<file path="config.mk">
export PLATFORM = sky130hd
export DESIGN_NAME = nab3_fifo
export DESIGN_NICKNAME = d
export VERILOG_FILES = /design/src/sv/nab3_fifo.sv
export VERILOG_INCLUDE_DIRS = /design/src /design/src/sv
export SDC_FILE = /design/constraint.sdc
export NUM_CORES = 1
export LEC_CHECK = 0
export BUFFER_PORTS_ARGS = -buffer_cell sky130_fd_sc_hd__buf_2
export CAP_MARGIN = 40
export CORE_AREA = 3 3 58 60
export DETAILED_ROUTE_END_ITERATION = 10
export DIE_AREA = 0 0 61 63
export PLACE_DENSITY = 0.81
export SLEW_MARGIN = 30
export SYNTH_ARGS = -nofsm -noshare
export SYNTH_HDL_FRONTEND = slang
export SYNTH_SLANG_ARGS = --single-unit
</file>
<file path="constraint.sdc">
create_clock -name clk -period 1.5 [get_ports clk]
set_clock_uncertainty 0.1 [all_clocks]
set_input_delay 0.075 -clock clk [delete_from_list [all_inputs] [get_ports clk]]
set_output_delay 0.075 -clock clk [all_outputs]
set_load 0.05 [all_outputs]
</file>
<file path="src/sv/assert_macros.svh">
// ----------------------------------------------------------------------------
// assertion macros
// shared concurrent assertion forms, clocked on clk and held off in reset
// ----------------------------------------------------------------------------
`ifndef ASSERT_MACROS_SVH
`define ASSERT_MACROS_SVH

// plain property checked on every clock
`define ASSERT_ALWAYS(label, prop, msg) \
    label: assert property (@(posedge clk) disable iff (!rst_n) (prop)) else $error(msg);

// same-cycle implication
`define ASSERT_IMPLY(label, ante, cons, msg) \
    label: assert property (@(posedge clk) disable iff (!rst_n) (ante) |-> (cons)) \
        else $error(msg);

`endif

</file>
<file path="src/sv/nab3_fifo.sv">
// ----------------------------------------------------------------------------
// nab3_fifo
// small register queue with occupancy count
// ----------------------------------------------------------------------------
`include "assert_macros.svh"

module nab3_fifo #(
    parameter int WIDTH = 8,
    parameter int DEPTH = 4
) (
    input  logic                             clk,
    input  logic                             rst_n,
    input  logic                             push,
    input  logic [WIDTH-1:0]                 push_data,
    input  logic                             pop,
    output logic [WIDTH-1:0]                 pop_data,
    output logic [$clog2(DEPTH+1)-1:0]       count,
    output logic                             full,
    output logic                             empty
);

    localparam int PTR_W = $clog2(DEPTH);
    localparam int CNT_W = $clog2(DEPTH + 1);

    logic [WIDTH-1:0] store_mem [DEPTH];
    logic [PTR_W-1:0] wr_ptr_reg;
    logic [PTR_W-1:0] wr_ptr_next;
    logic [PTR_W-1:0] rd_ptr_reg;
    logic [PTR_W-1:0] rd_ptr_next;
    logic [CNT_W-1:0] count_reg;
    logic [CNT_W-1:0] count_next;

    assign full     = (count_reg == CNT_W'(DEPTH));
    assign empty    = (count_reg == '0);
    assign count    = count_reg;
    assign pop_data = store_mem[rd_ptr_reg];

    always_comb
    begin
        wr_ptr_next = wr_ptr_reg;
        rd_ptr_next = rd_ptr_reg;
        count_next  = count_reg;
        if (push)
        begin
            wr_ptr_next = (wr_ptr_reg == PTR_W'(DEPTH - 1)) ? '0 : wr_ptr_reg + PTR_W'(1);
        end
        if (pop)
        begin
            rd_ptr_next = (rd_ptr_reg == PTR_W'(DEPTH - 1)) ? '0 : rd_ptr_reg + PTR_W'(1);
        end
        if (push && !pop)
        begin
            count_next = count_reg + CNT_W'(1);
        end
        else if (pop && !push)
        begin
            count_next = count_reg - CNT_W'(1);
        end
    end

    always_ff @(posedge clk)
    begin
        if (push)
        begin
            store_mem[wr_ptr_reg] <= push_data;
        end
    end

    always_ff @(posedge clk or negedge rst_n)
    begin
        if (!rst_n)
        begin
            wr_ptr_reg <= '0;
            rd_ptr_reg <= '0;
            count_reg  <= '0;
        end
        else
        begin
            wr_ptr_reg <= wr_ptr_next;
            rd_ptr_reg <= rd_ptr_next;
            count_reg  <= count_next;
        end
    end

    `ASSERT_IMPLY(a_no_overflow, push, !full, "push into full queue")
    `ASSERT_IMPLY(a_no_underflow, pop, !empty, "pop from empty queue")

endmodule

</file>
# Yosys cells after proc, flatten, opt, wreduce, memory -nomap -nowiden
# Memory sizes are Yosys's and may differ from the RTL's.
# Index checks and enable logic that the tools add are counted.
totals:
  elab_cells: 23
  output_inout_bits: 13
  mem_count: 1
  inputBits: 12
  ff_bits: 7
  mem_bits_rw: 32
classes:
  eq_ne: 3
  n_reduce_logical: 6
  muxes: 6
  addsub: 4
mem_list:
  columns: ["name", "depth", "width", "read_ports", "rd_ports_with_merged_regs", "write_ports", "line", "rtl"]
  rows:
  - ["store_mem", 4, 8, 1, 0, 1, "nab3_fifo.sv:25", "logic [WIDTH-1:0] store_mem [DEPTH];"]
op_table:
  columns: ["operator", "count"]
  rows:
  - ["3-bit two-way mux", 2]
  - ["2-bit by 1-bit adder with 2-bit output (second input constant)", 2]
  - ["2-bit == test (second input constant)", 2]
  - ["2-bit two-way mux", 2]
  - ["3-bit by 1-bit adder with 3-bit output (second input constant)", 1]
  - ["3-bit == test (second input constant)", 1]
  - ["3-bit zero test", 1]
  - ["3-bit by 1-bit subtractor with 3-bit output (second input constant)", 1]
  - ["1-bit logical AND", 2]
  - ["1-bit zero test", 2]
  - ["1-bit two-way mux", 2]
  - ["2-bit nonzero test", 1]

# Longest topological paths before layout
depth:
  word_depth: 4
  ltp_mapped: 7

# Least setup slack after synthesis
# OpenSTA, ideal clock, no wires.
synth_timing:
  path_type: "reg-to-output"
  from: "reg count_reg[2] (netlist: count[2])"
  to: "out full"
  path_buffers: 0
  slack_ns: -0.551
  path_stages_with_launch: 2
  arrival_time_ns: 1.876
  path_cell_list: "dfrtp_1 > nor3b_1"
synth_between:
  elab_chain_cells: 1
synth_rtl:
  columns: ["element", "line", "rtl"]
  rows:
  - ["start, declared", "nab3_fifo.sv:30", "logic [CNT_W-1:0] count_reg;"]
  - ["start signal, assigned", "nab3_fifo.sv:81", "count_reg <= count_next;"]
  - ["3-bit == test", "nab3_fifo.sv:33", "assign full = (count_reg == CNT_W'(DEPTH));"]
  - ["end, declared", "nab3_fifo.sv:18", "output logic full,"]
# Every way passes these cells.

# Final worst setup path
layout_timing:
  from: "reg rd_ptr_reg[0]"
  to: "out pop_data[1]"
layout_between:
  elab_chain_cells: 1
layout_rtl:
  columns: ["element", "line", "rtl"]
  rows:
  - ["start, declared", "nab3_fifo.sv:28", "logic [PTR_W-1:0] rd_ptr_reg;"]
  - ["start signal, assigned", "nab3_fifo.sv:80", "rd_ptr_reg <= rd_ptr_next;"]
  - ["memory read 4 x 8 bit", null, null]
  - ["end, declared", "nab3_fifo.sv:16", "output logic [WIDTH-1:0] pop_data,"]
# Every way passes these cells.

==> results_dict.tcl <==
set metrics [dict create \
    initial_core_util 0.527 \
    finalHoldViolations 0 \
    grt_overflow 0 \
    worst-setup-path-type "reg2out" \
    clk_path_buf_depth 2 \
    tritoncts "yes" \
    path_max_fanout 5 \
    rsz0062_at_grt "yes" \
    r2r_slack_ps 50 \
    grt_max_degree 13 \
    instances_no_fill 163 \
    violations "negative setup slack" \
    synth.ff_latch_count 39 \
    synth_nets 98 \
    antenna_found_initial 0 \
    slew_headroom 0.710 \
    syn_area_um2 1570 \
    clkTransAtPathRegs_ps 100 \
    drv_cap 0 \
    dr.pass1.iters 4 \
    synth-seq-area-share 0.724 \
    syn_inst 79 \
    dr_wl_met3_um 108 \
    top_layer "met4" \
    min_period_ps 1730 \
    hp-class "in2reg" \
    place_inst 142 \
    pre_cts_ws_ps 33.7 \
    io_buffers 24 \
    yosys.area_share.simple 0.0343 \
    setup_ws_ps -231 \
    slew_viol_final 0 \
    clock.fmax_ghz 0.578 \
    drt_iter0_drc 37 \
    wirelength_mm 2.72 \
    io_pins 25 \
    required_ps 1320 \
    wl_per_cell_um 16.7 \
    grt_pass1_vias 953 \
    htreeDepth 2 \
    fillers 199 \
    critPathArrivalTime_ps 1560 \
    wl_met2_mm 1.44 \
    finalSetupTns_ps -1720 \
    synth_mux_area_frac 0.136 \
    grt_pass1_wl_mm 4.75 \
    synth-compound-area-share 0.00637 \
    cts_root_buffer "clkbuf_4" \
    cts_buffers 5 \
    worst_pin_slew_ps 435 \
    drtAntennaViolNets 0 \
    crit_path_end_kind "output pin" \
    outcome "complete, but fails checks" \
    setup_viol 8 \
    seqCellArea_um2 1140 \
    placed_area_um2 1830 \
    insertion_delay_ps 330 \
    power.density_nw_per_um2 2030 \
    yosys.cell_types.count 18 \
    drc 0 \
    synth_top_family_by_area "multiplexers" \
    coreArea_um2 2980 \
    drive_above_1_share 0.431 \
    fp.dieH_um 63 \
    syn_area_per_cell_um2 19.9 \
    largest_reg_flops 32 \
    die_x_um 61 \
    vias 835 \
    min_from "push" \
    cp-startpoint "rd_ptr_reg[0]$_DFFE_PN0P_" \
    cts_sinks 39 \
    vias_per_cell 5.12 \
    cp-start-kind "register" \
    syn2layout_area_growth_pct 32.4 \
    leakagePower_nw 0.804 \
    wl_met1_mm 1.11 \
    fin_nets 148 \
    grtUsageTotal 0.181 \
    post-dp-hpwl_mm 1.82 \
    rows 20 \
    insertedDiodeCount 0 \
    fin_util 0.698 \
    synth_fa_ha_area_frac 0.0606 \
    dieArea_um2 3840 \
    yosys_warnings 0 \
    post-route-period-util 1.15 \
    multi_input_area_um2 412 \
    place.gp.congestion 0.690 \
    fin_area_um2 2080 \
    synth-xor-area-share 0.0167 \
    reg2reg_from "rd_ptr_reg[0]$_DFFE_PN0P_" \
    vdd_drop_max_uv 835 \
]
==> critical path: stages, from the launching register on <==
cell and delay [ps]:
dfrtp_1 390, buf_6 150, mux4_2 520, buf_6 170
==> where the power goes <==
group | internal, mW | switching [mW] | leakage (nW)
combinational | 0.878 | 1.18 | 0.394
clock | 0.227 | 0.317 | 0.0353
sequential | 1.43 | 0.189 | 0.375
total | 2.53 | 1.69 | 0.804
==> Yosys cell counts <==
cell type,number,area share
edfxtp_1,32,0.61
mux4_2,8,0.11
dfrtp_1,7,0.11
ha_1,6,0.048
inv_1,5,0.012
and2_1,4,0.016
mux2_2,3,0.022
nor2_1,2,0.0048
o21ai_0,2,0.0064
xor2_1,2,0.011
buf_2,1,0.0032
buf_6,1,0.0072
fa_1,1,0.013
nand2_1,1,0.0024
nand3_1,1,0.0032
nor3_1,1,0.0032
nor3b_1,1,0.0048
xnor2_1,1,0.0056
==> path summary, 6_finish.rpt <==
kind,end,depth (start not counted)
min in group asynchronous,count[2]$_DFFE_PN0P_,3
max in group asynchronous,count[0]$_DFFE_PN0P_,3
hold / removal,count[0]$_DFFE_PN0P_,3
setup reg to reg,rd_ptr_reg[1]$_DFFE_PN0P_,4
hold reg to reg,count[2]$_DFFE_PN0P_,1
setup / recovery,pop_data[1],3
==> logic make-up after synthesis <==
family,Yosys count
compound gates,2
xor+xnor,3
fa+ha+maj,7
buf+inv,7
flops,39
mux,11
simple gates,10
==> per-layer routing <==
| metal | GRT usage | up-vias |
|---|---|---|
| met4 | 0.0813 | 0 |
| met2 | 0.289 | 17 |
| met3 | 0.0620 | 4 |
| li1 | - | 403 |
| met5 | 0 | - |
| met1 | 0.217 | 411 |
==> through the flow <==
step,total power [mW],hold slack (ps)
after detailed placement,3.45,-183
after CTS,4.27,28.6
after floorplan,2.96,-321
after global placement,3.37,-186
final,4.22,54.2
after global routing,4.47,44.3
==> layout make-up <==
type                    count  share of cell area
inverters                   5             0.00903
repair buffers             45               0.196
flip-flops and latches     39               0.548
clock buffers               7              0.0265
multi-input cells          33               0.198
clock inverters             1             0.00241
well taps                  33              0.0199
==> timing repair <==
item                                   CTS  global route
hold buffers                            12             0
endpoints found under the hold margin   43             0
setup endpoints to repair                8            10
buffers inserted                         1             0
gates resized for setup                 18             2
==> placed cells by master, fill, tap and decap left out, drive strengths merged, types with 2 or more instances in the layout <==
cell	instances
mux2	3
inv	5
mux4	8
buf	31
edfxtp	32
dlygate4sd3	12
dfrtp	7
clkbuf	9
and2	4
xor2	2
ha	6
o21ai	2
nor2	2
(Power assumes the default switching activity.)
